$ cat src/dexp_pkg.sv
`timescale 1ns / 1ps

package dexp_pkg;

  localparam int TIME_BITS        = 24;
  localparam int RESULT_FRAC_BITS = 14;
  localparam int REG_W            = 16;
  localparam int CFG_IDX_W        = 2;
  localparam int EXP_FRAC         = 20;
  localparam int EXP_QB           = 25;
  localparam int FIFO_DEPTH       = 4;

  localparam logic [REG_W-1:0] RISE_RESET  = 16'd128;
  localparam logic [REG_W-1:0] DECAY_RESET = 16'd1280;
  localparam logic [REG_W-1:0] ONSET_RESET = 16'd0;

  // log2(e) in Q30
  localparam logic [30:0] LOG2E_Q30 = 31'd1549082005;

  typedef enum logic [CFG_IDX_W-1:0] {
    REG_RISE  = 2'd0,
    REG_DECAY = 2'd1,
    REG_ONSET = 2'd2
  } cfg_reg_e;

  typedef enum logic [3:0] {
    ST_IDLE,
    ST_LOAD,
    ST_LOGR,
    ST_LOGD,
    ST_PREP,
    ST_MUL,
    ST_DINIT,
    ST_DIV,
    ST_POW,
    ST_SHIFT,
    ST_FIN
  } peak_state_e;

  typedef struct packed {
    logic             busy;
    logic             zero;
    logic             degen;
    logic             pk_neg;
    logic [30:0]      pmag;
    logic [REG_W-1:0] rise;
    logic [REG_W-1:0] decay;
    logic [REG_W-1:0] onset;
  } cfg_t;

  typedef logic [EXP_FRAC-1:0][29:0] root_tab_t;

  function automatic logic [63:0] isqrt64(input logic [63:0] x);
    logic [63:0] rem;
    logic [63:0] res;
    logic [63:0] bit_v;
    rem   = x;
    res   = '0;
    bit_v = 64'h4000_0000_0000_0000;
    for (int i = 0; i < 32; i++) begin
      if (rem >= res + bit_v) begin
        rem = rem - (res + bit_v);
        res = (res >> 1) + bit_v;
      end else begin
        res = res >> 1;
      end
      bit_v = bit_v >> 2;
    end
    return res;
  endfunction

  // successive square roots of one half, Q30
  function automatic root_tab_t build_roots();
    root_tab_t   tab;
    logic [63:0] c;
    c      = isqrt64(64'd1 << 59);
    tab[0] = c[29:0];
    for (int i = 1; i < EXP_FRAC; i++) begin
      c      = isqrt64({c[33:0], 30'b0});
      tab[i] = c[29:0];
    end
    return tab;
  endfunction

  localparam root_tab_t ROOTS = build_roots();

endpackage

$ cat src/dexp_if.sv
`timescale 1ns / 1ps

interface dexp_in_if #(
  parameter int TIME_BITS = dexp_pkg::TIME_BITS
) ();
  logic                 valid;
  logic                 ready;
  logic [TIME_BITS-1:0] sample_time;

  modport source (output valid, output sample_time, input ready);
  modport sink   (input valid, input sample_time, output ready);
endinterface


$ cat src/dexp_front.sv
`timescale 1ns / 1ps

module dexp_front #(
  parameter int TIME_BITS = dexp_pkg::TIME_BITS
) (
  input  dexp_pkg::cfg_t   cfg_i,
  input  logic             cfg_we_i,
  dexp_in_if.sink          sample_s,
  output logic             push_valid_o,
  output logic [TIME_BITS:0] push_data_o,
  input  logic             push_ready_i
);

  logic                 hold;
  logic [TIME_BITS-1:0] onset;
  logic                 kill;

  // no samples while the peak terms are being rebuilt
  assign hold  = cfg_i.busy || cfg_we_i;
  assign onset = TIME_BITS'(cfg_i.onset);
  assign kill  = (sample_s.sample_time < onset) || cfg_i.zero;

  assign sample_s.ready = !hold && push_ready_i;
  assign push_valid_o   = sample_s.valid && !hold;
  assign push_data_o    = {kill, sample_s.sample_time - onset};

endmodule

$ cat src/flat_wrapper.sv
// flat-port wrapper written by rule: the top's interface ports become plain ports
module dexp_front_flat 
#(
  parameter int TIME_BITS = dexp_pkg::TIME_BITS
)
  (cfg_i, cfg_we_i, push_valid_o, push_data_o, push_ready_i, sample_s_valid, sample_s_sample_time, sample_s_ready);
  dexp_in_if #(.TIME_BITS(TIME_BITS)) sample_s_i ();
  input  dexp_pkg::cfg_t cfg_i;
  input  logic cfg_we_i;
  output logic push_valid_o;
  output logic [TIME_BITS:0] push_data_o;
  input  logic push_ready_i;
  input wire logic [$bits(sample_s_i.valid)-1:0] sample_s_valid;
  input wire logic [$bits(sample_s_i.sample_time)-1:0] sample_s_sample_time;
  output wire logic [$bits(sample_s_i.ready)-1:0] sample_s_ready;
  assign sample_s_i.valid = sample_s_valid;
  assign sample_s_i.sample_time = sample_s_sample_time;
  assign sample_s_ready = sample_s_i.ready;
  dexp_front #(.TIME_BITS(TIME_BITS)) u_core (.cfg_i(cfg_i), .cfg_we_i(cfg_we_i), .sample_s(sample_s_i), .push_valid_o(push_valid_o), .push_data_o(push_data_o), .push_ready_i(push_ready_i));
endmodule
$ cat config.mk
export PLATFORM = sky130hd
export DESIGN_NAME = dexp_front_flat
export DESIGN_NICKNAME = d
export VERILOG_FILES = /design/src/dexp_pkg.sv /design/src/dexp_if.sv /design/src/dexp_front.sv /design/src/flat_wrapper.sv
export SDC_FILE = /design/constraint.sdc
export NUM_CORES = 1
export LEC_CHECK = 0
export BUFFER_PORTS_ARGS = -buffer_cell sky130_fd_sc_hd__buf_2
export CORE_UTILIZATION = 31
export DETAILED_ROUTE_END_ITERATION = 6
export PLACE_DENSITY = 0.78
export SLEW_MARGIN = 20
export SYNTH_ARGS = -nofsm -noshare
export SYNTH_HDL_FRONTEND = slang
export SYNTH_SLANG_ARGS = --single-unit
$ cat constraint.sdc
create_clock -name vclk -period 1.8
set_input_delay 0.18 -clock vclk [all_inputs]
set_output_delay 0.18 -clock vclk [all_outputs]
set_load 0.01 [all_outputs]
==> results of run 1 <==
kinds of logic after synthesis:
logic type	Yosys count
compound gates	51
simple gates	50
buf+inv	24
xor+xnor	19
fa+ha+maj	17
critical path: stages:
cell	delay [ns]
buf_2	0.11
ha_4	0.25
a211oi_4	0.23
o21bai_2	0.13
and3_4	0.20
a211o_4	0.36
buf_6	0.13
o41ai_2	0.22
buf_2	0.19
routing by layer:
metal | vias up | global-route usage | wire (µm)
li1 | 833 | - | -
met4 | 0 | 0.1079 | 232
met5 | - | 0 | 0
met1 | 804 | 0.2930 | 1900
met2 | 92 | 0.4924 | 2631
met3 | 22 | 0.03727 | 328
stage by stage:
stage               cell area (µm²)  cells
detailed placement             2024    326
CTS                            2344    332
finish                         2416    333
global placement               2024    326
global route                   2416    333
floorplan                      1251    161
cell type report:
class	count	area, µm²
multi-input combinational	137	1435
fill	257	973.4
timing repair buffer	128	825.8
inverter	22	97.59
tap	46	57.56
synthesized netlist by cell type (2+ instances only):
cell type,number
o211ai_1,2
a211o_1,3
o21a_1,4
inv_1,22
nor3_1,4
nand2_1,8
nor2b_1,3
or3_1,3
nor2_1,11
nor3b_1,3
ha_1,16
xor2_1,9
nand3_1,3
a211oi_1,2
a21o_1,3
xnor2_1,10
and3_1,3
and2_1,4
o21ai_0,7
a21oi_1,14
path summary, 6_finish.rpt:
| kind | start | endpoint | slack, ns | cells past startpoint |
|---|---|---|---|---|
| hold / removal | cfg_we_i | push_valid_o | 0.61 | 3 |
| setup / recovery | sample_s_sample_time[7] | push_data_o[24] | -0.38 | 9 |
where the power goes:
part / total (mW) / internal [mW] / switching (mW)
sequential: 0 / 0 / 0
clock: 0 / 0 / 0
combinational: 0.906 / 0.460 / 0.446
total: 0.906 / 0.460 / 0.446
what timing repair did:
| item | CTS | global route |
|---|---|---|
| pin swaps | 26 | 11 |
| buffers inserted | 7 | 3 |
| gates resized for setup | 56 | 17 |
| hold buffers | 0 | 0 |
| endpoints found under the setup margin | 19 | 20 |
==> flow_metrics.py, run 1 <==
metrics = {
    "timing": {
        "finalSetupTns_ns": -4.298,
        "slew_viol_final": 0,
        "slew_headroom": 0.7814,
        "hold_violations": 0,
        "fmax_mhz": 457.8,
        "hold-worst-slack_ns": 0.6106,
        "min_period_ns": 2.184,
        "setup_viol": 19,
        "rsz0062_at_grt": "yes",
        "period_share": 1.214,
        "setup_slack_ns": -0.3843,
        "worst_pin_slew_ns": 0.3245,
    },
    "finish": {
        "layout.nets": 416,
        "nClkBuffers": 0,
        "final_cell_mix": "69 x buf_2, 50 x buf_4, 16 x inv_1",
        "final_layout_size_suffix_gt1_frac": 0.6760,
        "fin_util": 0.7128,
        "syn2layout_area_growth_pct": 116.7,
        "antenna_cells": 0,
        "mostFrequentLayoutCell": "buf_2",
        "seq_cells": 0,
        "regArea_um2": 0,
    },
    "power_and_ir_drop": {
        "vdd_drop_max_mv": 0.1985,
        "p_per_area_nw_per_um2": 375.1,
        "total_power_mw": 0.9063,
        "power.leakage_nw": 1.189,
    },
    "floorplanning": {
        "row_count": 21,
        "die_w_um": 61.97,
        "die_area_um2": 3840,
        "die-height_um": 61.97,
        "initial_core_util": 0.3289,
        "num_io_pins": 137,
        "fp.coreArea_um2": 3390,
    },
    "synthesis": {
        "synthCells": 161,
        "synth-simple-area-share": 0.2469,
        "syn_nets": 288,
        "synth-xor-area-share": 0.1493,
        "yosys.cell_types.count": 47,
        "synth_area_per_cell_um2": 6.924,
        "synth.area.mux_share": 0,
        "synth_top_family_by_area": "compound AO/OA/AOI/OAI gates",
        "yosysTopAreaCell": "ha_1",
        "synth_area_leaders": "ha_1 18%, xnor2_1 7.9%, inv_1 7.4%",
        "synth_adder_area_share": 0.1975,
        "seq_area_frac_synth": 0,
        "yosysWarningCount": 0,
        "synth_area_um2": 1115,
        "synth_top_area_frac": 0.1796,
        "synth_compound_area_frac": 0.3221,
    },
    "placement": {
        "io_buffers": 72,
        "place_ws_ns": -0.4546,
        "place_congestion": 0.8155,
        "dp_hpwl_mm": 3.282,
    },
    "drt": {
        "first_pass_iters": 4,
        "wire_per_inst_um": 15.29,
        "drc_errors": 0,
        "via_per_inst": 5.258,
        "drt-total-wl_mm": 5.093,
        "postRouteAntennaNets": 0,
        "via_count": 1751,
        "drt_iter0_drc": 70,
    },
    "worst_setup_path": {
        "critical_path.max_fanout": 5,
        "worstPathRequired_ns": 1.62,
        "crit_arrival_ns": 2.00,
        "worstSetupStartpointType": "primary input",
        "cp-end-kind": "primary output",
        "path_class": "primary input to primary output",
    },
    "global_route": {
        "grt_pass1_vias": 1714,
        "grt_max_degree": 7,
        "grtUsageTotal": 0.2625,
        "antenna_found_initial": 0,
        "grt_remaining_overflow": 0,
        "grt_pass1_wl_mm": 7.610,
    },
    "hold_path": {
        "hp-class": "primary input to primary output",
    },
    "job": {
        "maxCapViolCount": 0,
    },
    "run_status": {
        "status": "complete, but fails checks",
        "violations": "setup timing",
    },
}
Power figures use the tool's default switching activity.
==> inputs of run 2 (changes only) <==
--- a/config.mk
+++ b/config.mk
@@ -8,8 +8,9 @@
 export BUFFER_PORTS_ARGS = -buffer_cell sky130_fd_sc_hd__buf_2
 export CORE_UTILIZATION = 31
 export DETAILED_ROUTE_END_ITERATION = 6
+export GPL_TIMING_DRIVEN = 0
 export PLACE_DENSITY = 0.78
-export SLEW_MARGIN = 20
+export SLEW_MARGIN = 30
 export SYNTH_ARGS = -nofsm -noshare
 export SYNTH_HDL_FRONTEND = slang
 export SYNTH_SLANG_ARGS = --single-unit
==> flow_metrics.py, run 2 (synthesized netlist as in run 1, its figures left out) <==
metrics = {
    "placement": {
        "dp_hpwl_mm": 2.636,
        "place_congestion": 0.7644,
        "io_buffers": 72,
        "place_ws_ns": -0.5589,
        "dpl.cell_count": 279,
    },
    "finish": {
        "mostFrequentLayoutCell": "buf_2",
        "finalNonFillerCells": 294,
        "final_cell_mix": "68 x buf_2, 18 x inv_1, 12 x buf_4",
        "syn2layout_area_growth_pct": 90.68,
        "layout.nets": 377,
        "final_layout_size_suffix_gt1_frac": 0.6210,
        "fillers": 295,
        "nClkBuffers": 0,
        "seq_cells": 0,
        "regArea_um2": 0,
        "antenna_cells": 0,
        "multiInputGateArea_um2": 1429,
    },
    "timing": {
        "period_share": 1.190,
        "hold_violations": 0,
        "slew_headroom": 0.7643,
        "hold-worst-slack_ns": 0.6105,
        "worst_pin_slew_ns": 0.3534,
        "setup_slack_ns": -0.3419,
        "rsz0062_at_grt": "yes",
        "slew_viol_final": 0,
        "min_period_ns": 2.142,
        "setup_viol": 19,
        "fmax_mhz": 466.9,
    },
    "global_route": {
        "antenna_found_initial": 0,
        "grtUsageMet1": 0.2429,
        "grt_use_met2": 0.3465,
        "grt_remaining_overflow": 0,
        "grtUsageTotal": 0.1904,
        "gr-usage-met3": 0.02484,
        "grt_busiest_layer": "met2",
        "grt_max_degree": 10,
        "grt_pass1_vias": 1393,
        "grt_pass1_wl_mm": 5.699,
    },
    "drt": {
        "drc_errors": 0,
        "first_pass_iters": 4,
        "postRouteAntennaNets": 0,
        "wire_per_inst_um": 13.09,
        "via_per_inst": 5.153,
        "drt-total-wl_mm": 3.848,
        "drt_iter0_drc": 45,
        "via_count": 1515,
    },
    "worst_setup_path": {
        "path_cells": "buf_8 -> inv_4 -> ha_4 -> nor2b_1 -> o21ai_1 -> o21ai_2 -> a31o_4 -> buf_6 -> o211a_1 -> a311oi_2 -> buf_2",
        "worstSetupStartpointType": "primary input",
        "critical_path.max_fanout": 4,
        "worstPathRequired_ns": 1.62,
        "path_class": "primary input to primary output",
        "cp-endpoint": "push_data_o[13]",
        "crit_arrival_ns": 1.96,
        "cp-startpoint": "cfg_i[1]",
        "cpPeakStageDelay_ns": 0.25,
        "slowest_stage": "a311oi_2",
        "cp-end-kind": "primary output",
    },
    "floorplanning": {
        "initial_core_util": 0.3289,
        "die-height_um": 61.97,
        "row_count": 21,
        "num_io_pins": 137,
        "die_w_um": 61.97,
        "fp.coreArea_um2": 3390,
        "die_area_um2": 3840,
    },
    "job": {
        "maxCapViolCount": 0,
    },
    "hold_path": {
        "hp-class": "primary input to primary output",
    },
    "power_and_ir_drop": {
        "p_per_area_nw_per_um2": 373.6,
        "vdd_drop_max_mv": 0.1712,
        "power.leakage_nw": 1.003,
    },
    "run_status": {
        "violations": "setup timing",
        "status": "complete, but fails checks",
    },
}
[run 2: metrics by stage]
| stage | total power, mW | cell area [µm²] | TNS (ns) | utilization |
|---|---|---|---|---|
| floorplan | 0.3858 | 1251 | -0.7379 | - |
| global placement | 0.5837 | 1669 | -5.929 | 0.4924 |
| detailed placement | 0.5904 | 1669 | -6.279 | 0.4924 |
| CTS | 0.7314 | 2011 | -4.223 | 0.5932 |
| global route | 0.8615 | 2126 | -6.049 | 0.6272 |
| finish | 0.7942 | 2126 | -4.701 | 0.6272 |
[run 2: per-layer routing]
metal	share of wire	vias up	routed length (µm)
met5	0	-	0
li1	-	758	-
met1	0.43	701	1670
met4	0.0091	0	35
met2	0.49	52	1901
met3	0.062	4	240
[run 2: cell type report]
class | count | area share
timing repair buffer | 89 | 0.2537
tap | 46 | 0.02707
multi-input combinational | 137 | 0.6722
inverter | 22 | 0.04709
[run 2: power by group]
group          total [mW]  switching, mW  internal [mW]
Combinational       0.794          0.401          0.393
Clock                   0              0              0
Sequential              0              0              0
Total               0.794          0.401          0.393
[run 2: how the worst min path moves through the flow]
stage | startpoint | end | depth (start not counted)
floorplan | cfg_i[82] | push_valid_o | 1
global placement | cfg_we_i | sample_s_ready | 3
detailed placement | cfg_i[82] | push_valid_o | 3
CTS | cfg_i[82] | push_valid_o | 3
global route | cfg_i[82] | push_valid_o | 3
finish | cfg_i[82] | push_valid_o | 3
[run 2: timing repair]
item,CTS,global route
gates resized for setup,51,19
pin swaps,24,21
hold buffers,0,0
setup buffers,14,3
endpoints found under the setup margin,19,20
[run 2: critical path: cells and delay by family]
family	cells	cell delay, ns
AND/OR/NAND/NOR	1	0.12
AO/OA/AOI/OAI	5	1.01
adder cells (fa/ha/maj)	1	0.19
buffers and inverters	4	0.45
