### config.mk
export PLATFORM = sky130hd
export DESIGN_NAME = dexp_peak
export DESIGN_NICKNAME = d
export VERILOG_FILES = /design/src/dexp_pkg.sv /design/src/dexp_peak.sv
export SDC_FILE = /design/constraint.sdc
export NUM_CORES = 2
export LEC_CHECK = 0
export ABC_AREA = 1
export BUFFER_PORTS_ARGS = -buffer_cell sky130_fd_sc_hd__buf_2
export CAP_MARGIN = 20
export CORE_MARGIN = 3
export CORE_UTILIZATION = 35
export CTS_CLUSTER_SIZE = 20
export DETAILED_ROUTE_END_ITERATION = 16
export PLACE_DENSITY_LB_ADDON = 0.15
export SLEW_MARGIN = 0
export SYNTH_ARGS = -nofsm -noshare
export SYNTH_HDL_FRONTEND = slang
export SYNTH_SLANG_ARGS = --single-unit
### constraint.sdc
create_clock -name clk_i -period 13.7 [get_ports clk_i]
set_input_delay 2.74 -clock clk_i [delete_from_list [all_inputs] [get_ports clk_i]]
set_output_delay 2.74 -clock clk_i [all_outputs]
set_load 0.01 [all_outputs]
### src/dexp_pkg.sv
`timescale 1ns / 1ps

package dexp_pkg;

  localparam int TIME_BITS        = 24;
  localparam int RESULT_FRAC_BITS = 14;
  localparam int REG_W            = 16;
  localparam int CFG_IDX_W        = 2;
  localparam int EXP_FRAC         = 20;
  localparam int EXP_QB           = 25;
  localparam int FIFO_DEPTH       = 4;

  localparam logic [REG_W-1:0] RISE_RESET  = 16'd128;
  localparam logic [REG_W-1:0] DECAY_RESET = 16'd1280;
  localparam logic [REG_W-1:0] ONSET_RESET = 16'd0;

  // log2(e) in Q30
  localparam logic [30:0] LOG2E_Q30 = 31'd1549082005;

  typedef enum logic [CFG_IDX_W-1:0] {
    REG_RISE  = 2'd0,
    REG_DECAY = 2'd1,
    REG_ONSET = 2'd2
  } cfg_reg_e;

  typedef enum logic [3:0] {
    ST_IDLE,
    ST_LOAD,
    ST_LOGR,
    ST_LOGD,
    ST_PREP,
    ST_MUL,
    ST_DINIT,
    ST_DIV,
    ST_POW,
    ST_SHIFT,
    ST_FIN
  } peak_state_e;

  typedef struct packed {
    logic             busy;
    logic             zero;
    logic             degen;
    logic             pk_neg;
    logic [30:0]      pmag;
    logic [REG_W-1:0] rise;
    logic [REG_W-1:0] decay;
    logic [REG_W-1:0] onset;
  } cfg_t;

  typedef logic [EXP_FRAC-1:0][29:0] root_tab_t;

  function automatic logic [63:0] isqrt64(input logic [63:0] x);
    logic [63:0] rem;
    logic [63:0] res;
    logic [63:0] bit_v;
    rem   = x;
    res   = '0;
    bit_v = 64'h4000_0000_0000_0000;
    for (int i = 0; i < 32; i++) begin
      if (rem >= res + bit_v) begin
        rem = rem - (res + bit_v);
        res = (res >> 1) + bit_v;
      end else begin
        res = res >> 1;
      end
      bit_v = bit_v >> 2;
    end
    return res;
  endfunction

  // successive square roots of one half, Q30
  function automatic root_tab_t build_roots();
    root_tab_t   tab;
    logic [63:0] c;
    c      = isqrt64(64'd1 << 59);
    tab[0] = c[29:0];
    for (int i = 1; i < EXP_FRAC; i++) begin
      c      = isqrt64({c[33:0], 30'b0});
      tab[i] = c[29:0];
    end
    return tab;
  endfunction

  localparam root_tab_t ROOTS = build_roots();

endpackage

### src/dexp_peak.sv
`timescale 1ns / 1ps

module dexp_peak (
  input  logic                           clk_i,
  input  logic                           rst_ni,
  input  logic                           cfg_we_i,
  input  logic [dexp_pkg::CFG_IDX_W-1:0] cfg_idx_i,
  input  logic [dexp_pkg::REG_W-1:0]     cfg_data_i,
  output dexp_pkg::cfg_t                 cfg_o
);

  localparam int FR = dexp_pkg::EXP_FRAC;
  localparam int QB = dexp_pkg::EXP_QB;

  dexp_pkg::peak_state_e state_q, state_d;

  logic [15:0] rise_q, decay_q, onset_q;
  logic [15:0] reff_q, reff_d;
  logic        zero_q, zero_d;
  logic [4:0]  cnt_q, cnt_d;
  logic [30:0] m_q, m_d;
  logic [23:0] lr_q, lr_d, ld_q, ld_d;
  logic [23:0] lmag_q, lmag_d;
  logic [15:0] dmag_q, dmag_d;
  logic        dgp_q, dgp_d;
  logic        sel_q, sel_d;
  logic [39:0] num_q, num_d;
  logic [16:0] rem_q, rem_d;
  logic [QB-1:0] quo_q, quo_d, nlo_q, nlo_d;
  logic        ovf_q, ovf_d;
  logic [30:0] pa_q, pa_d, pb_q, pb_d;
  logic        degen_q, degen_d;
  logic        pkneg_q, pkneg_d;
  logic [30:0] pmag_q, pmag_d;

  logic [30:0] mul_b;
  logic [61:0] prod;
  logic [4:0]  ridx;

  function automatic logic [3:0] msb16(input logic [15:0] v);
    logic [3:0] k;
    k = '0;
    for (int i = 1; i < 16; i++) begin
      if (v[i]) k = 4'(i);
    end
    return k;
  endfunction

  function automatic logic [30:0] norm16(input logic [15:0] v, input logic [3:0] k);
    return 31'(v) << (5'd30 - 5'(k));
  endfunction

  always_ff @(posedge clk_i or negedge rst_ni) begin
    if (!rst_ni) begin
      rise_q  <= dexp_pkg::RISE_RESET;
      decay_q <= dexp_pkg::DECAY_RESET;
      onset_q <= dexp_pkg::ONSET_RESET;
    end else if (cfg_we_i) begin
      unique case (dexp_pkg::cfg_reg_e'(cfg_idx_i))
        dexp_pkg::REG_RISE:  rise_q  <= cfg_data_i;
        dexp_pkg::REG_DECAY: decay_q <= cfg_data_i;
        dexp_pkg::REG_ONSET: onset_q <= cfg_data_i;
        default: ;
      endcase
    end
  end

  assign ridx  = 5'(FR - 1) - cnt_q;
  assign mul_b = (state_q == dexp_pkg::ST_POW) ? {1'b0, dexp_pkg::ROOTS[cnt_q]} : m_q;
  assign prod  = m_q * mul_b;

  always_ff @(posedge clk_i or negedge rst_ni) begin
    if (!rst_ni) begin
      state_q <= dexp_pkg::ST_LOAD;
      cnt_q   <= '0;
    end else begin
      state_q <= state_d;
      cnt_q   <= cnt_d;
    end
  end

  always_ff @(posedge clk_i) begin
    reff_q  <= reff_d;
    zero_q  <= zero_d;
    m_q     <= m_d;
    lr_q    <= lr_d;
    ld_q    <= ld_d;
    lmag_q  <= lmag_d;
    dmag_q  <= dmag_d;
    dgp_q   <= dgp_d;
    sel_q   <= sel_d;
    num_q   <= num_d;
    rem_q   <= rem_d;
    quo_q   <= quo_d;
    nlo_q   <= nlo_d;
    ovf_q   <= ovf_d;
    pa_q    <= pa_d;
    pb_q    <= pb_d;
    degen_q <= degen_d;
    pkneg_q <= pkneg_d;
    pmag_q  <= pmag_d;
  end

  always_comb begin
    logic [15:0] reff;
    logic [3:0]  k;
    logic [31:0] sq;
    logic [16:0] rr;
    logic        qb;
    logic [30:0] p;
    state_d = state_q;
    cnt_d   = cnt_q;
    reff_d  = reff_q;
    zero_d  = zero_q;
    m_d     = m_q;
    lr_d    = lr_q;
    ld_d    = ld_q;
    lmag_d  = lmag_q;
    dmag_d  = dmag_q;
    dgp_d   = dgp_q;
    sel_d   = sel_q;
    num_d   = num_q;
    rem_d   = rem_q;
    quo_d   = quo_q;
    nlo_d   = nlo_q;
    ovf_d   = ovf_q;
    pa_d    = pa_q;
    pb_d    = pb_q;
    degen_d = degen_q;
    pkneg_d = pkneg_q;
    pmag_d  = pmag_q;
    reff    = (rise_q == decay_q) ? rise_q - 16'd1 : rise_q;
    sq      = prod[61:30];
    qb      = sq[31];
    rr      = {rem_q[15:0], nlo_q[QB-1]};
    p       = '0;
    k       = '0;
    unique case (state_q)
      dexp_pkg::ST_IDLE: ;
      dexp_pkg::ST_LOAD: begin
        k       = msb16(reff);
        reff_d  = reff;
        zero_d  = (decay_q == '0) || (reff == '0);
        m_d     = norm16(reff, k);
        lr_d    = {k, 20'b0};
        cnt_d   = '0;
        state_d = dexp_pkg::ST_LOGR;
      end
      dexp_pkg::ST_LOGR, dexp_pkg::ST_LOGD: begin
        // square the mantissa, one fraction bit per round
        m_d = qb ? sq[31:1] : sq[30:0];
        if (state_q == dexp_pkg::ST_LOGR) lr_d[19:0] = {lr_q[18:0], qb};
        else ld_d[19:0] = {ld_q[18:0], qb};
        cnt_d = cnt_q + 5'd1;
        if (cnt_q == 5'(FR - 1)) begin
          cnt_d = '0;
          if (state_q == dexp_pkg::ST_LOGR) begin
            k       = msb16(decay_q);
            m_d     = norm16(decay_q, k);
            ld_d    = {k, 20'b0};
            state_d = dexp_pkg::ST_LOGD;
          end else begin
            state_d = dexp_pkg::ST_PREP;
          end
        end
      end
      dexp_pkg::ST_PREP: begin
        if (decay_q > reff_q) begin
          dgp_d  = ld_q <= lr_q;
          lmag_d = ld_q - lr_q;
          dmag_d = decay_q - reff_q;
        end else begin
          dgp_d  = lr_q <= ld_q;
          lmag_d = lr_q - ld_q;
          dmag_d = reff_q - decay_q;
        end
        sel_d   = 1'b0;
        state_d = dexp_pkg::ST_MUL;
      end
      dexp_pkg::ST_MUL: begin
        num_d   = (sel_q ? decay_q : reff_q) * lmag_q;
        state_d = dexp_pkg::ST_DINIT;
      end
      dexp_pkg::ST_DINIT: begin
        ovf_d   = {1'b0, num_q[39:QB]} >= dmag_q;
        rem_d   = 17'(num_q[39:QB]);
        nlo_d   = num_q[QB-1:0];
        quo_d   = '0;
        cnt_d   = '0;
        state_d = dexp_pkg::ST_DIV;
      end
      dexp_pkg::ST_DIV: begin
        if (rr >= {1'b0, dmag_q}) begin
          rem_d = rr - {1'b0, dmag_q};
          quo_d = {quo_q[QB-2:0], 1'b1};
        end else begin
          rem_d = rr;
          quo_d = {quo_q[QB-2:0], 1'b0};
        end
        nlo_d = nlo_q << 1;
        cnt_d = cnt_q + 5'd1;
        if (cnt_q == 5'(QB - 1)) begin
          cnt_d   = '0;
          m_d     = 31'h4000_0000;
          state_d = dexp_pkg::ST_POW;
        end
      end
      dexp_pkg::ST_POW: begin
        if (quo_q[ridx]) m_d = prod[60:30];
        cnt_d = cnt_q + 5'd1;
        if (cnt_q == 5'(FR - 1)) begin
          cnt_d   = '0;
          state_d = dexp_pkg::ST_SHIFT;
        end
      end
      dexp_pkg::ST_SHIFT: begin
        p = (ovf_q || quo_q[QB-1:FR] == 5'd31) ? '0 : m_q >> quo_q[QB-1:FR];
        if (!sel_q) begin
          pa_d    = p;
          sel_d   = 1'b1;
          state_d = dexp_pkg::ST_MUL;
        end else begin
          pb_d    = p;
          state_d = dexp_pkg::ST_FIN;
        end
      end
      dexp_pkg::ST_FIN: begin
        pkneg_d = pb_q > pa_q;
        pmag_d  = (pb_q > pa_q) ? pb_q - pa_q : pa_q - pb_q;
        degen_d = dgp_q || (pb_q == pa_q);
        state_d = dexp_pkg::ST_IDLE;
      end
      default: state_d = dexp_pkg::ST_LOAD;
    endcase
    if (cfg_we_i) state_d = dexp_pkg::ST_LOAD;
  end

  assign cfg_o.busy   = state_q != dexp_pkg::ST_IDLE;
  assign cfg_o.zero   = zero_q;
  assign cfg_o.degen  = degen_q;
  assign cfg_o.pk_neg = pkneg_q;
  assign cfg_o.pmag   = pmag_q;
  assign cfg_o.rise   = reff_q;
  assign cfg_o.decay  = decay_q;
  assign cfg_o.onset  = onset_q;

endmodule

==> metrics.md <==
| Metric | Value |
|---|---|
| Outcome | `finished clean` |
| RSZ-0062 raised after global routing | `false` |
| H-Tree Level Count | `2` |
| Top Usage Layer GRT | `met2` |
| TritonCTS Buffers | `53` |
| Post-DP HPWL | `210,300 um` |
| Crit-path max cell delay | `960 ps` |
| Async SR Flop Fraction | `0.1436` |
| Antenna violations before repair | `10` |
| WS Path Type | `flop to flop` |
| Clock root cell | `clkbuf_16` |
| Met3 Usage GRT | `0.03991` |
| Tot GR Track Use | `0.2568` |
| IO Port Bufs | `103` |
| Total negative slack | `0 ps` |
| Die Wd | `453.4 um` |
| Num rows | `163` |
| Synth cell types | `69` |
| Clk_skew | `75.10 ps` |
| Detailed Routing Iterations Pass 1 | `5` |
| EDFF count, synth | `340` |
| Syn_area_per_cell | `8.074 sq um` |
| WP data required | `14,090 ps` |
| CTS tree | `done` |
| Top-level port count | `104` |
| Max-cap violations | `0` |
| Critical path's top delay family | `adder cells` |
| Post-CTS Setup Bufs | `0` |
| Vias | `58,943` |
| Crit path buffers/inverters | `4` |
| Largest net degree at the start of global routing | `68` |
| Crit path capture type | `flop` |
| F_max | `84.24 MHz` |
| Wirelength, routed | `263,200 um` |
| Final Max Tran Viols | `0` |
| Fin crit share | `0.8665` |
| WL per Instance | `23.28 um` |
| Rel. slew slack | `0.2221` |
| Synthesized cell area | `70,050 sq um` |
| CP Launch Type | `flop` |
| Die Y-Extent | `453.4 um` |
| Clock buffer depth | `3` |
| FF+latch count, synth | `397` |
| CP max FO | `23` |
| Post-Syn Nets | `10,392` |
| CTS Hold Bufs | `0` |
| Clk sinks | `397` |
| Area Overhead vs Synth | `7.883%` |
| DRT iter0 DRCs | `4,837` |
| DR vias/cell | `5.213` |
| Mapped Cells | `8,675` |
| GR Overflow Total | `0` |
| # DRC | `0` |
| Hold WC Path Type | `flop to flop` |
| Detail Route Antenna Nets | `0` |
| Most used flip-flop cell after synthesis | `edfxtp_1` |
| Critical path arrival | `12,260 ps` |
| Final #Nets | `10,333` |
| Post-cts resize count | `0` |
| Final setup viols | `0` |
| RePlAce Congestion | `0.9899` |
| Sequential share of the synthesized area | `0.1662` |
| Final hold viol count | `0` |
| Met2 GRT Util | `0.4124` |
| Core area | `198,200 sq um` |
| Worst Tran Pin Value | `1167 ps` |
| GRT met1 Usage | `0.3538` |
| Layout cells sized above 1 | `0.04942` |
| Slowest CP cell | `clkinv_1` |
| Initial Util | `0.3533` |
| Yosys warns | `0` |
| First-pass GRT wire length | `395,500 um` |
| Vias in the first global route | `61,531` |
| Die area | `205,500 sq um` |
| Worst-Skew Late Latency | `700 ps` |
| Filler cells | `20,766` |
| Clk slew on worst S/H paths | `60 ps` |
| Tmin final | `11,870 ps` |
[state kept, by name, summed over array words and instances, names as in the netlist, 4 cells and up]
name and flops:
num_q 40, m_q 31, pa_q 31, pb_q 31
pmag_q 31, nlo_q 25, quo_q 25, ld_q 24
lmag_q 24, lr_q 24, decay_q 16, dmag_q 16
onset_q 16, reff_q 16, rem_q 16, rise_q 16
cnt_q 5, state_q 4
[metal layers]
layer | wire length (um) | part of all wire
met1 | 115100 | 0.44
met2 | 119800 | 0.46
met3 | 18180 | 0.069
met4 | 10010 | 0.038
met5 | 36 | 0.00014
[logic make-up after synthesis]
kind of cell	count (synthesis)	synth area share
flip-flops	397	0.1662
multiplexers	46	0.006573
buffers and inverters	2073	0.1125
XOR/XNOR	167	0.02115
AO/OA/AOI/OAI	1133	0.08992
AND/OR/NAND/NOR	3163	0.1776
adder cells (fa/ha/maj)	1696	0.4261
[worst paths after layout]
path                            cells after the start                 endpoint                    start  slack [ps]
worst max-delay path                               36        m_q[24]$_DFFE_PP_   state_q[0]$_DFFE_PN1P_        1830
worst min-delay path                                2  onset_q[14]$_DFFE_PN0P_  onset_q[14]$_DFFE_PN0P_         480
worst max register to register                     36        m_q[24]$_DFFE_PP_   state_q[0]$_DFFE_PN1P_        1830
worst min register to register                      2  onset_q[14]$_DFFE_PN0P_  onset_q[14]$_DFFE_PN0P_         480
max in group asynchronous                           2     cnt_q[2]$_DFFE_PN0P_                   rst_ni       10820
min in group asynchronous                           2    rise_q[0]$_DFFE_PN0P_                   rst_ni        2220
[through the flow]
step                worst slack, ps  utilization  std cells  instance area [sq um]  hold WS, ps
floorplan                      4993            -       8675                  70050        480.2
global placement               1321       0.3708      11191                  73510        467.7
detailed placement             2125       0.3715      11198                  73650        469.6
CTS                            2087       0.3807      11297                  75470        484.8
global route                   1290       0.3811      11300                  75550        509.7
finish                         1829       0.3812      11307                  75570        480.5
[final cells by class]
class | instances | area (sq um) | share of cell area
flip-flops and latches | 397 | 11640 | 0.1541
well taps | 2640 | 3303 | 0.04371
multi-input cells | 6205 | 50690 | 0.6708
repair buffers | 231 | 1599 | 0.02116
inverters | 1728 | 6489 | 0.08587
clock inverters | 25 | 321.6 | 0.004255
clock buffers | 74 | 1508 | 0.01995
diodes | 7 | 17.52 | 0.0002318
[cells in the mapped netlist, drive strengths merged, types with 13 or more instances]
cell type,instances,area share
a21oi,428,0.031
a221oi,13,0.0016
buf,40,0.0035
clkbuf,305,0.016
clkinv,34,0.0018
dfrtp,53,0.019
edfxtp,340,0.15
fa,1149,0.33
ha,547,0.098
inv,1694,0.091
mux2i,46,0.0066
nand2,1862,0.10
nand3,198,0.014
nand4,21,0.0019
nor2,1000,0.054
nor3,53,0.0039
nor4,14,0.0013
o211ai,24,0.0026
o21a,23,0.0025
o21ai,483,0.035
o21bai,14,0.0017
o22ai,52,0.0046
xnor2,68,0.0085
xor2,99,0.013
[placed cells by master (no fill, tap or decap), types with 13 or more instances in the layout]
master / count
nand2_1: 1850
inv_1: 1660
fa_1: 1149
nor2_1: 983
ha_1: 547
o21ai_0: 452
a21oi_1: 423
edfxtp_1: 340
nand3_1: 195
buf_4: 118
buf_2: 103
xor2_1: 98
xnor2_1: 68
clkbuf_16: 55
dfrtp_1: 53
nor3_1: 51
o22ai_1: 50
mux2i_1: 46
clkinv_1: 39
inv_2: 30
o21a_1: 23
o211ai_1: 23
nand4_1: 21
o21ai_2: 17
nor4_1: 14
a221oi_1: 13
clkbuf_1: 13
[tightest hold or removal path, stage by stage (launching register included)]
cell,delay (ps)
dfrtp_1,340
nand2_1,50
o21ai_0,60
Power is not shown: default switching activity piles up to over one toggle a cycle in this logic, so the estimate is an artifact.
