--- src/dexp_pkg.sv ---
`timescale 1ns / 1ps

package dexp_pkg;

  localparam int TIME_BITS        = 24;
  localparam int RESULT_FRAC_BITS = 14;
  localparam int REG_W            = 16;
  localparam int CFG_IDX_W        = 2;
  localparam int EXP_FRAC         = 20;
  localparam int EXP_QB           = 25;
  localparam int FIFO_DEPTH       = 4;

  localparam logic [REG_W-1:0] RISE_RESET  = 16'd128;
  localparam logic [REG_W-1:0] DECAY_RESET = 16'd1280;
  localparam logic [REG_W-1:0] ONSET_RESET = 16'd0;

  // log2(e) in Q30
  localparam logic [30:0] LOG2E_Q30 = 31'd1549082005;

  typedef enum logic [CFG_IDX_W-1:0] {
    REG_RISE  = 2'd0,
    REG_DECAY = 2'd1,
    REG_ONSET = 2'd2
  } cfg_reg_e;

  typedef enum logic [3:0] {
    ST_IDLE,
    ST_LOAD,
    ST_LOGR,
    ST_LOGD,
    ST_PREP,
    ST_MUL,
    ST_DINIT,
    ST_DIV,
    ST_POW,
    ST_SHIFT,
    ST_FIN
  } peak_state_e;

  typedef struct packed {
    logic             busy;
    logic             zero;
    logic             degen;
    logic             pk_neg;
    logic [30:0]      pmag;
    logic [REG_W-1:0] rise;
    logic [REG_W-1:0] decay;
    logic [REG_W-1:0] onset;
  } cfg_t;

  typedef logic [EXP_FRAC-1:0][29:0] root_tab_t;

  function automatic logic [63:0] isqrt64(input logic [63:0] x);
    logic [63:0] rem;
    logic [63:0] res;
    logic [63:0] bit_v;
    rem   = x;
    res   = '0;
    bit_v = 64'h4000_0000_0000_0000;
    for (int i = 0; i < 32; i++) begin
      if (rem >= res + bit_v) begin
        rem = rem - (res + bit_v);
        res = (res >> 1) + bit_v;
      end else begin
        res = res >> 1;
      end
      bit_v = bit_v >> 2;
    end
    return res;
  endfunction

  // successive square roots of one half, Q30
  function automatic root_tab_t build_roots();
    root_tab_t   tab;
    logic [63:0] c;
    c      = isqrt64(64'd1 << 59);
    tab[0] = c[29:0];
    for (int i = 1; i < EXP_FRAC; i++) begin
      c      = isqrt64({c[33:0], 30'b0});
      tab[i] = c[29:0];
    end
    return tab;
  endfunction

  localparam root_tab_t ROOTS = build_roots();

endpackage

--- src/dexp_fifo.sv ---
`timescale 1ns / 1ps

module dexp_fifo #(
  parameter int W     = dexp_pkg::TIME_BITS + 1,
  parameter int DEPTH = dexp_pkg::FIFO_DEPTH
) (
  input  logic         clk_i,
  input  logic         rst_ni,
  input  logic         push_valid_i,
  input  logic [W-1:0] push_data_i,
  output logic         push_ready_o,
  output logic         pop_valid_o,
  output logic [W-1:0] pop_data_o,
  input  logic         pop_ready_i
);

  localparam int AW = (DEPTH > 1) ? $clog2(DEPTH) : 1;
  localparam int CW = $clog2(DEPTH + 1);

  logic [W-1:0]  mem_q [DEPTH];
  logic [AW-1:0] wptr_q, rptr_q;
  logic [CW-1:0] cnt_q;
  logic          push, pop;

  assign push_ready_o = cnt_q != CW'(DEPTH);
  assign pop_valid_o  = cnt_q != '0;
  assign pop_data_o   = mem_q[rptr_q];
  assign push = push_valid_i && push_ready_o;
  assign pop  = pop_valid_o && pop_ready_i;

  always_ff @(posedge clk_i or negedge rst_ni) begin
    if (!rst_ni) begin
      wptr_q <= '0;
      rptr_q <= '0;
      cnt_q  <= '0;
    end else begin
      if (push) wptr_q <= (wptr_q == AW'(DEPTH - 1)) ? '0 : wptr_q + AW'(1);
      if (pop)  rptr_q <= (rptr_q == AW'(DEPTH - 1)) ? '0 : rptr_q + AW'(1);
      cnt_q <= cnt_q + CW'(push) - CW'(pop);
    end
  end

  always_ff @(posedge clk_i) begin
    if (push) mem_q[wptr_q] <= push_data_i;
  end

endmodule

--- config.mk ---
export PLATFORM = sky130hd
export DESIGN_NAME = dexp_fifo
export DESIGN_NICKNAME = d
export VERILOG_FILES = /design/src/dexp_pkg.sv /design/src/dexp_fifo.sv
export SDC_FILE = /design/constraint.sdc
export NUM_CORES = 1
export LEC_CHECK = 0
export ABC_AREA = 1
export BUFFER_PORTS_ARGS = -buffer_cell sky130_fd_sc_hd__buf_2
export CAP_MARGIN = 25
export CELL_PAD_IN_SITES_DETAIL_PLACEMENT = 0
export CELL_PAD_IN_SITES_GLOBAL_PLACEMENT = 1
export CORE_ASPECT_RATIO = 0.5
export CORE_MARGIN = 4
export CORE_UTILIZATION = 25
export CTS_CLUSTER_SIZE = 16
export DETAILED_ROUTE_END_ITERATION = 8
export PLACE_DENSITY_LB_ADDON = 0.1
export SETUP_SLACK_MARGIN = 0.02
export SLEW_MARGIN = 10
export SYNTH_ARGS = -nofsm -noshare
export SYNTH_HDL_FRONTEND = slang
export SYNTH_SLANG_ARGS = --single-unit
--- constraint.sdc ---
create_clock -name clk_i -period 2.2 [get_ports clk_i]
set_clock_uncertainty 0.05 [all_clocks]
set_input_delay 0.11 -clock clk_i [delete_from_list [all_inputs] [get_ports clk_i]]
set_output_delay 0.11 -clock clk_i [all_outputs]
set_load 0.005 [all_outputs]
==> results.ini, run 1 <==
[run_status]
outcome = complete, no violations

[die]
fp.coreArea_um2 = 17500
die_w_um = 198
io_pins = 56
std_cell_rows = 34
die_y_um = 103
initial_utilization_pct = 25.7
die-area_um2 = 20300

[drt]
drtAntennaViolNets = 0
drcViolationCount = 0
wl_mm = 10.1
drt-initial-drc-count = 87
via_per_inst = 4.12
wl_per_cell_um = 14.9
num_vias = 2796
dr.pass1.iters = 4

[layout]
regArea_um2 = 3180
fill_cells = 1776
synthToLayoutAreaGrowth_pct = 26.2
diodes = 0
nNetsFinal = 477
final_cell_area_um2 = 5680
multiInputGateArea_um2 = 970
most-common-layout-cells = edfxtp_1 (100), nand2_1 (89), inv_1 (62), buf_2 (55), o211ai_1 (40)
final_util_pct = 32.4
drive_gt1_share_pct = 23.1
layout_commonest_cell = edfxtp_1

[logic_synthesis]
synth_cell_types = 18
synth_cells = 347
synth-seq-area-share_pct = 70.6
avgSynthCellArea_um2 = 13.0
ys_ff_latch = 107
syn_nets = 384
synthesis.area_um2 = 4500
ys_warn_count = 0

[critical_path]
endpoint_kind = flop
arrival_ns = 2.20
max_stage_delay_ns = 0.48
critPathMaxFanout = 4
rr_startpoint = cnt_q[1]$_DFF_PN0_
crit_top_cell = inv_1
crit_family = adder cells
r2r_end = cnt_q[1]$_DFF_PN0_
crit_required_ns = 2.39
rrSetupSlack_ns = 0.19
worstSetupPathType = flop to flop
worst_path_max_delay_cell = fa_1
path_buf_inv = 4
timing.critical_path.cells = nor2_2, nand2_1, nand2_1, inv_1, ha_1, inv_1, ha_1, inv_1, fa_1, inv_1
reg2regPathDepth = 10
startpoint_type = flop

[sta]
rsz0062_at_grt = no
fin_crit_sh_pct = 91.4
tightest_slew_ns = 0.419
finalSetupViolCount = 0
final.setup.worst_slack_ns = 0.189
hold_viol = 0
whs_ns = 0.0783
fmax_mhz = 497
finalMaxSlewViolations = 0
maxSlewHeadroom_pct = 72.0
min_period_ns = 2.01

[global_route]
first_global_vias = 2886
grtUsageTotal_pct = 10.4
grt_overflow_total = 0
grt_start_max_net_pins = 54
grt_pass1_wl_mm = 15.6
antenna_found_initial = 0

[place]
dp_hpwl_mm = 6.39
io_buffers = 55
preCtsSetupSlack_ns = 0.122
gp_congestion = 0.652
place_area_um2 = 5080

[clock_tree]
cts_tree = done
clock-sinks = 107
cts.clk_slew.worst_paths_ns = 0.07
cts_buffers = 9
cts_max_level = 3
clkLatencyLatePin_ns = 0.34
clockBufferDepth = 2
ctsRootBufferMaster = clkbuf_16

[power]
p_leak_nw = 2.29
power_density_nw_per_um2 = 1230
vdd_ir_drop_max_mv = 0.391
power.total_mw = 6.97

[hold_path]
worst_hold_path_type = input port to async pin

[flow_run]
max-cap-violations = 0

==> synthesized netlist by cell type, drive strengths merged <==
| library cell | instances | area share, % |
|---|---|---|
| buf | 16 | 3.3 |
| dfrtp | 7 | 3.9 |
| edfxtp | 100 | 67 |
| fa | 1 | 0.44 |
| ha | 7 | 1.9 |
| inv | 63 | 5.3 |
| nand2 | 90 | 7.6 |
| nand3 | 4 | 0.44 |
| nor2 | 7 | 0.58 |
| o211ai | 50 | 9.4 |
| xnor2 | 1 | 0.19 |
| xor2 | 1 | 0.19 |
==> sequential cells by signal, indices dropped and copies added, names as in the netlist <==
register,count
cnt_q,3
rptr_q,2
wptr_q,2
mem_q,100
==> kinds of logic after synthesis <==
| kind of cell | share of synthesized area (%) |
|---|---|
| DFF | 70.6 |
| and+or+nand+nor | 8.59 |
| buffers and inverters | 8.59 |
| AOI/OAI and AO/OA | 9.45 |
| adders and majority gates | 2.39 |
| xor gates and xnor gates | 0.389 |
==> routing by layer <==
metal	wire, um	up-vias	share of wire, %	track usage [%]
met1	4680	1382	46	12.6
met3	363	9	3.6	3.53
met5	0	-	0	0
li1	-	1368	-	-
met4	112	0	1.1	2.91
met2	4990	37	49	17.9
==> report_power, final <==
group          switching (mW)  leakage [nW]  internal, mW
clock                   0.712         0.145         0.879
combinational            1.47          1.14         0.978
sequential              0.240         0.998          2.69
==> worst max-delay path by stage <==
stage	slack [ns]	to	depth (start not counted)	from
after detailed placement	0.12	cnt_q[1]$_DFF_PN0_	10	cnt_q[1]$_DFF_PN0_
after floorplan	-0.07	mem_q[3][0]$_DFFE_PP_	4	cnt_q[1]$_DFF_PN0_
after global routing	0.02	cnt_q[2]$_DFF_PN0_	12	cnt_q[1]$_DFF_PN0_
after CTS	0.1	cnt_q[1]$_DFF_PN0_	10	cnt_q[1]$_DFF_PN0_
final	0.19	cnt_q[1]$_DFF_PN0_	10	cnt_q[1]$_DFF_PN0_
after global placement	0.20	cnt_q[1]$_DFF_PN0_	10	cnt_q[1]$_DFF_PN0_
==> layout make-up <==
class,count,share of cell area [%]
repair buffers,98,12.4
well taps,234,5.15
inverters,63,4.21
flip-flops and latches,107,56.0
clock inverters,7,1.15
clock buffers,9,3.96
multi-input cells,161,17.1
==> timing repair <==
action	in CTS	in global routing
hold buffers	28	0
setup endpoints to repair	0	4
setup buffers	0	2
gates resized for setup	0	2
hold endpoints to repair	110	0
==> worst register-to-register path: stages, from the launching register on <==
cell and delay [ns]:
dfrtp_2 0.43, nor2_2 0.12, nand2_1 0.12, nand2_1 0.12
inv_1 0.05, ha_1 0.27, inv_1 0.06, ha_1 0.13
inv_1 0.05, fa_1 0.48, inv_1 0.05
==> per-stage QoR <==
step | std cells | setup TNS, ns
after floorplan | 347 | -6.91
after global placement | 633 | 0
after detailed placement | 633 | 0
after CTS | 677 | 0
after global routing | 679 | 0
final | 679 | 0
Note: power is estimated with default switching activity, not from simulation.
==> inputs of run 2 (changes only) <==
--- a/config.mk
+++ b/config.mk
@@ -10,7 +10,6 @@
 export CAP_MARGIN = 25
 export CELL_PAD_IN_SITES_DETAIL_PLACEMENT = 0
 export CELL_PAD_IN_SITES_GLOBAL_PLACEMENT = 1
-export CORE_ASPECT_RATIO = 0.5
 export CORE_MARGIN = 4
 export CORE_UTILIZATION = 25
 export CTS_CLUSTER_SIZE = 16
==> run 2 against run 1 <==
Against the previous run: clock-buffer cell count is 2 higher; global-route usage shrank 0.18 points; utilization grew 0.27 points; combinational power shrank 4%; critical path type unchanged.
==> results.ini, run 2 (same netlist as run 1, synthesis figures left out) <==
[global_route]
met3_usage_pct = 2.76
grt_use_met1_pct = 13.3
grt_overflow_total = 0
grt_start_max_net_pins = 42
grt_pass1_wl_mm = 15.1
use_met2_pct = 16.0
grtUsageTotal_pct = 10.2
grt_busiest_layer = met2
first_global_vias = 2635
antenna_found_initial = 0

[layout]
layout_commonest_cell = edfxtp_1
top_regs = mem_q: 100 flops, cnt_q: 3 flops
top_register = mem_q
fin_cells = 670
most-common-layout-cells = edfxtp_1 (100), nand2_1 (89), inv_1 (62), buf_2 (55), o211ai_1 (40)
drive_gt1_share_pct = 23.1
nNetsFinal = 477
final_cell_area_um2 = 5710
largest_register_ffs = 100
synthToLayoutAreaGrowth_pct = 26.9
diodes = 0

[sta]
maxSlewHeadroom_pct = 65.8
finalSetupViolCount = 0
finalMaxSlewViolations = 0
finalSetupTns_ns = 0
min_period_ns = 2.02
rsz0062_at_grt = no
fin_crit_sh_pct = 92.0
fmax_mhz = 494
whs_ns = 0.0691
hold_viol = 0
tightest_slew_ns = 0.514

[die]
std_cell_rows = 48
die_y_um = 142
die-area_um2 = 20200
die_w_um = 142
io_pins = 56
fp.coreArea_um2 = 17500
initial_utilization_pct = 25.8

[power]
power_density_nw_per_um2 = 1270
power.share.sequential_pct = 41.0
clkPwrFrac_pct = 26.7
power_switching_mw = 2.37
combPwrFrac_pct = 32.4
internal_power_mw = 4.86
p_leak_nw = 2.31
vdd_ir_drop_max_mv = 0.529
power.total_mw = 7.23
swShare_pct = 32.8

[clock_tree]
ctsRootBufferMaster = clkbuf_16
clkLatencyLatePin_ns = 0.35
cts_buffers = 9
clockBufferDepth = 2
cts_max_level = 3
cts.clk_slew.worst_paths_ns = 0.07
cts_tree = done
clock-sinks = 107

[place]
gp_congestion = 0.730
io_buffers = 55
placed_cells = 626
dp_hpwl_mm = 6.25
place_area_um2 = 5070

[critical_path]
worst_path_max_delay_cell = fa_1
r2r_end = cnt_q[1]$_DFF_PN0_
rr_startpoint = cnt_q[1]$_DFF_PN0_
critPathMaxFanout = 4
rrSetupSlack_ns = 0.18
crit_required_ns = 2.39
startpoint = cnt_q[1]$_DFF_PN0_
reg2regPathDepth = 10
crit_top_cell = inv_1
arrival_ns = 2.22
worstSetupPathType = flop to flop
endpoint_kind = flop
timing.critical_path.cells = nor2_2, nand2_1, nand2_1, inv_1, ha_1, inv_1, ha_1, inv_1, fa_1, inv_1
max_stage_delay_ns = 0.48
startpoint_type = flop

[drt]
dr.pass1.iters = 4
drcViolationCount = 0
wl_per_cell_um = 14.6
drt-initial-drc-count = 124
drtAntennaViolNets = 0
wl_mm = 9.79
via_per_inst = 4.05
num_vias = 2712

[flow_run]
max-cap-violations = 0

[run_status]
outcome = complete, no violations

[hold_path]
worst_hold_path_type = input port to async pin

-- run 2: power by group through the flow --
stage | clock network [mW] | registers (mW) | logic [mW]
4_1_cts | 2.00 | 2.96 | 2.44
6_report | 1.93 | 2.96 | 2.34
3_3_place_gp | 0 | 3.00 | 2.40
2_1_floorplan | 0 | 2.86 | 1.61
3_5_place_dp | 0 | 3.01 | 2.40
5_1_grt | 2.07 | 3.01 | 2.70
-- run 2: final cells by class --
type / count / area (um2)
Fill cell: 1766 / 11800
Clock inverter: 5 / 125
Multi-Input combinational cell: 161 / 970
Inverter: 63 / 239
Sequential cell: 107 / 3180
Clock buffer: 11 / 233
Tap cell: 225 / 282
Timing Repair Buffer: 98 / 681
-- run 2: per-stage QoR --
stage,utilization (%),worst slack (ns)
finish,32.7,0.176
global route,32.7,0.0143
CTS,32.7,0.111
detailed placement,29.0,0.126
global placement,29.0,0.185
floorplan,-,-0.0691
-- run 2: worst max-delay path by stage --
stage	cells after the start	endpoint	slack (ns)
floorplan	4	mem_q[3][0]$_DFFE_PP_	-0.07
detailed placement	10	cnt_q[1]$_DFF_PN0_	0.13
CTS	10	cnt_q[1]$_DFF_PN0_	0.11
global route	10	cnt_q[1]$_DFF_PN0_	0.01
global placement	11	cnt_q[2]$_DFF_PN0_	0.19
finish	10	cnt_q[1]$_DFF_PN0_	0.18
-- run 2: critical path: cells and delay by family, from the launching register on --
| family | cells | cell delay (ns) |
|---|---|---|
| flip-flops | 1 | 0.45 |
| buffers and inverters | 4 | 0.20 |
| adder cells (fa/ha/maj) | 3 | 0.87 |
| AND/OR/NAND/NOR | 3 | 0.37 |
-- run 2: repair_timing --
action                                  4_1_cts  5_1_grt
resized for setup                             0        2
buffers inserted                              0        0
hold buffers                                 28        0
hold endpoints to repair                    110        0
endpoints found under the setup margin        0        2
-- run 2: metal layers --
layer | vias up | part of all wire (%) | wire [um]
met1 | 1282 | 47 | 4560
met3 | 12 | 4.2 | 414
li1 | 1367 | - | -
met2 | 51 | 47 | 4650
met4 | 0 | 1.7 | 167
met5 | - | 0 | 0
==> inputs of run 3 (changes only) <==
--- a/config.mk
+++ b/config.mk
@@ -14,6 +14,7 @@
 export CORE_UTILIZATION = 25
 export CTS_CLUSTER_SIZE = 16
 export DETAILED_ROUTE_END_ITERATION = 8
+export GPL_TIMING_DRIVEN = 0
 export PLACE_DENSITY_LB_ADDON = 0.1
 export SETUP_SLACK_MARGIN = 0.02
 export SLEW_MARGIN = 10
==> run 3 against run 2 <==
Against the previous run: highest routed layer unchanged; clock power shrank 11%; routed wire length grew 9.3%; global-route usage grew 0.97 points; via count grew 2.4%; sequential power shrank 4%; utilization grew 0.61 points; combinational power grew 19%; clock-buffer cell count shrank 1.
==> results.ini, run 3 (same netlist as run 1, synthesis figures left out) <==
[sta]
finalSetupViolCount = 0
tightest_slew_ns = 0.545
finalSetupTns_ns = 0
maxSlewHeadroom_pct = 63.6
finalMaxSlewViolations = 0
hold_viol = 0
rsz0062_at_grt = no
fmax_mhz = 502
fin_crit_sh_pct = 90.6
final.setup.worst_slack_ns = 0.207
min_period_ns = 1.99

[layout]
most-common-layout-cells = edfxtp_1 (100), nand2_1 (87), inv_1 (62), buf_2 (59), o211ai_1 (40)
fill_cells = 1733
diodes = 0
layout_commonest_cell = edfxtp_1
top_register = mem_q
regArea_um2 = 3180
drive_gt1_share_pct = 24.7
top_regs = mem_q: 100 flops, cnt_q: 3 flops
largest_register_ffs = 100
synthToLayoutAreaGrowth_pct = 29.2
nNetsFinal = 485
multiInputGateArea_um2 = 980

[drt]
drtAntennaViolNets = 0
drcViolationCount = 0
wl_mm = 10.7
drt-initial-drc-count = 125
num_vias = 2776
wl_per_cell_um = 15.8
dr.pass1.iters = 4
via_per_inst = 4.09

[place]
preCtsSetupSlack_ns = 0.00784
dp_hpwl_mm = 6.95
gp_congestion = 0.716
io_buffers = 55

[critical_path]
startpoint = cnt_q[1]$_DFF_PN0_
crit_end = cnt_q[2]$_DFF_PN0_
r2r_end = cnt_q[2]$_DFF_PN0_
critPathMaxFanout = 5
startpoint_type = flop
arrival_ns = 2.18
crit_required_ns = 2.39
endpoint_kind = flop
reg2regPathDepth = 10
rr_startpoint = cnt_q[1]$_DFF_PN0_
worstSetupPathType = flop to flop
rrSetupSlack_ns = 0.21

[power]
vdd_ir_drop_max_mv = 0.486
power_switching_mw = 2.53
internal_power_mw = 4.82
clkPwrFrac_pct = 23.5
power.share.sequential_pct = 38.6
combPwrFrac_pct = 38.0
power.total_mw = 7.35
power_density_nw_per_um2 = 1260
swShare_pct = 34.5
p_leak_nw = 2.35

[clock_tree]
clockBufferDepth = 2
clkLatencyLatePin_ns = 0.35
cts_buffers = 9
clock-sinks = 107
cts_max_level = 3
cts.clk_slew.worst_paths_ns = 0.07
ctsRootBufferMaster = clkbuf_16
cts_tree = done

[die]
die_w_um = 142
fp.coreArea_um2 = 17500
initial_utilization_pct = 25.8
die_y_um = 142
io_pins = 56
std_cell_rows = 48
die-area_um2 = 20200

[global_route]
grt_start_max_net_pins = 21
grt_pass1_wl_mm = 16.7
grt_overflow_total = 0
antenna_found_initial = 0
grtUsageTotal_pct = 11.2
first_global_vias = 2824

[hold_path]
worst_hold_path_type = input port to async pin

[run_status]
outcome = complete, no violations

[flow_run]
max-cap-violations = 0

## run 3: cell types whose count changed in the layout (fill, tap and decap cells not counted), moves of 2 or more
cell	delta
bufinv_16	-2
buf_4	-8
nand2_1	-2
buf_16	+2
buf_2	+4
buf_6	+8
## run 3: stage by stage
| step | instance area, um2 | cells | util (%) | hold slack [ns] |
|---|---|---|---|---|
| final | 5820 | 678 | 33.3 | 0.0767 |
| after floorplan | 4500 | 347 | - | -0.236 |
| after detailed placement | 5180 | 631 | 29.7 | -0.0881 |
| after CTS | 5790 | 675 | 33.1 | 0.0615 |
| after global placement | 5060 | 627 | 28.9 | -0.0909 |
| after global routing | 5820 | 678 | 33.3 | 0.0879 |
## run 3: layout make-up
cell class	count	share of cell area (%)
buffer	16	2.54
multi-input combinational	161	16.8
tap	225	4.84
timing repair buffer	90	11.6
clock buffer	10	3.94
inverter	63	4.11
sequential	107	54.6
clock inverter	6	1.53
## run 3: power groups by stage
stage               Sequential (mW)  Combinational (mW)  Clock (mW)
CTS                            2.83                2.90        1.79
finish                         2.83                2.79        1.72
global placement               2.90                2.68           0
global route                   2.87                3.19        1.87
floorplan                      2.86                1.61           0
detailed placement             2.88                2.85           0
## run 3: layer usage
layer	vias to the layer above	global-route usage, %	part of all wire (%)
met4	0	3.18	1.2
met1	1336	14.6	47
met2	43	17.8	47
li1	1387	-	-
met3	10	3.73	4.3
met5	-	0	0
## run 3: worst min path at each step
stage | slack [ns] | end | cells after the start
global placement | -0.09 | cnt_q[2]$_DFF_PN0_ | 1
finish | 0.08 | rptr_q[1]$_DFFE_PN0P_ | 2
floorplan | -0.24 | cnt_q[0]$_DFF_PN0_ | 0
global route | 0.09 | rptr_q[1]$_DFFE_PN0P_ | 2
CTS | 0.06 | cnt_q[0]$_DFF_PN0_ | 2
detailed placement | -0.09 | cnt_q[2]$_DFF_PN0_ | 1
## run 3: repair_timing
item / CTS / global route
buffers inserted: 0 / 3
pin swaps: 0 / 1
endpoints found under the setup margin: 2 / 2
resized for setup: 1 / 4
hold endpoints to repair: 111 / 0
hold buffers: 28 / 0
## run 3: critical path: stages (launching register included)
cell,delay [ns]
dfrtp_2,0.45
nor2_2,0.15
nand2_1,0.14
nand2_4,0.13
ha_1,0.23
inv_1,0.06
ha_1,0.13
inv_1,0.04
fa_1,0.38
nand2_1,0.08
nand2_1,0.05
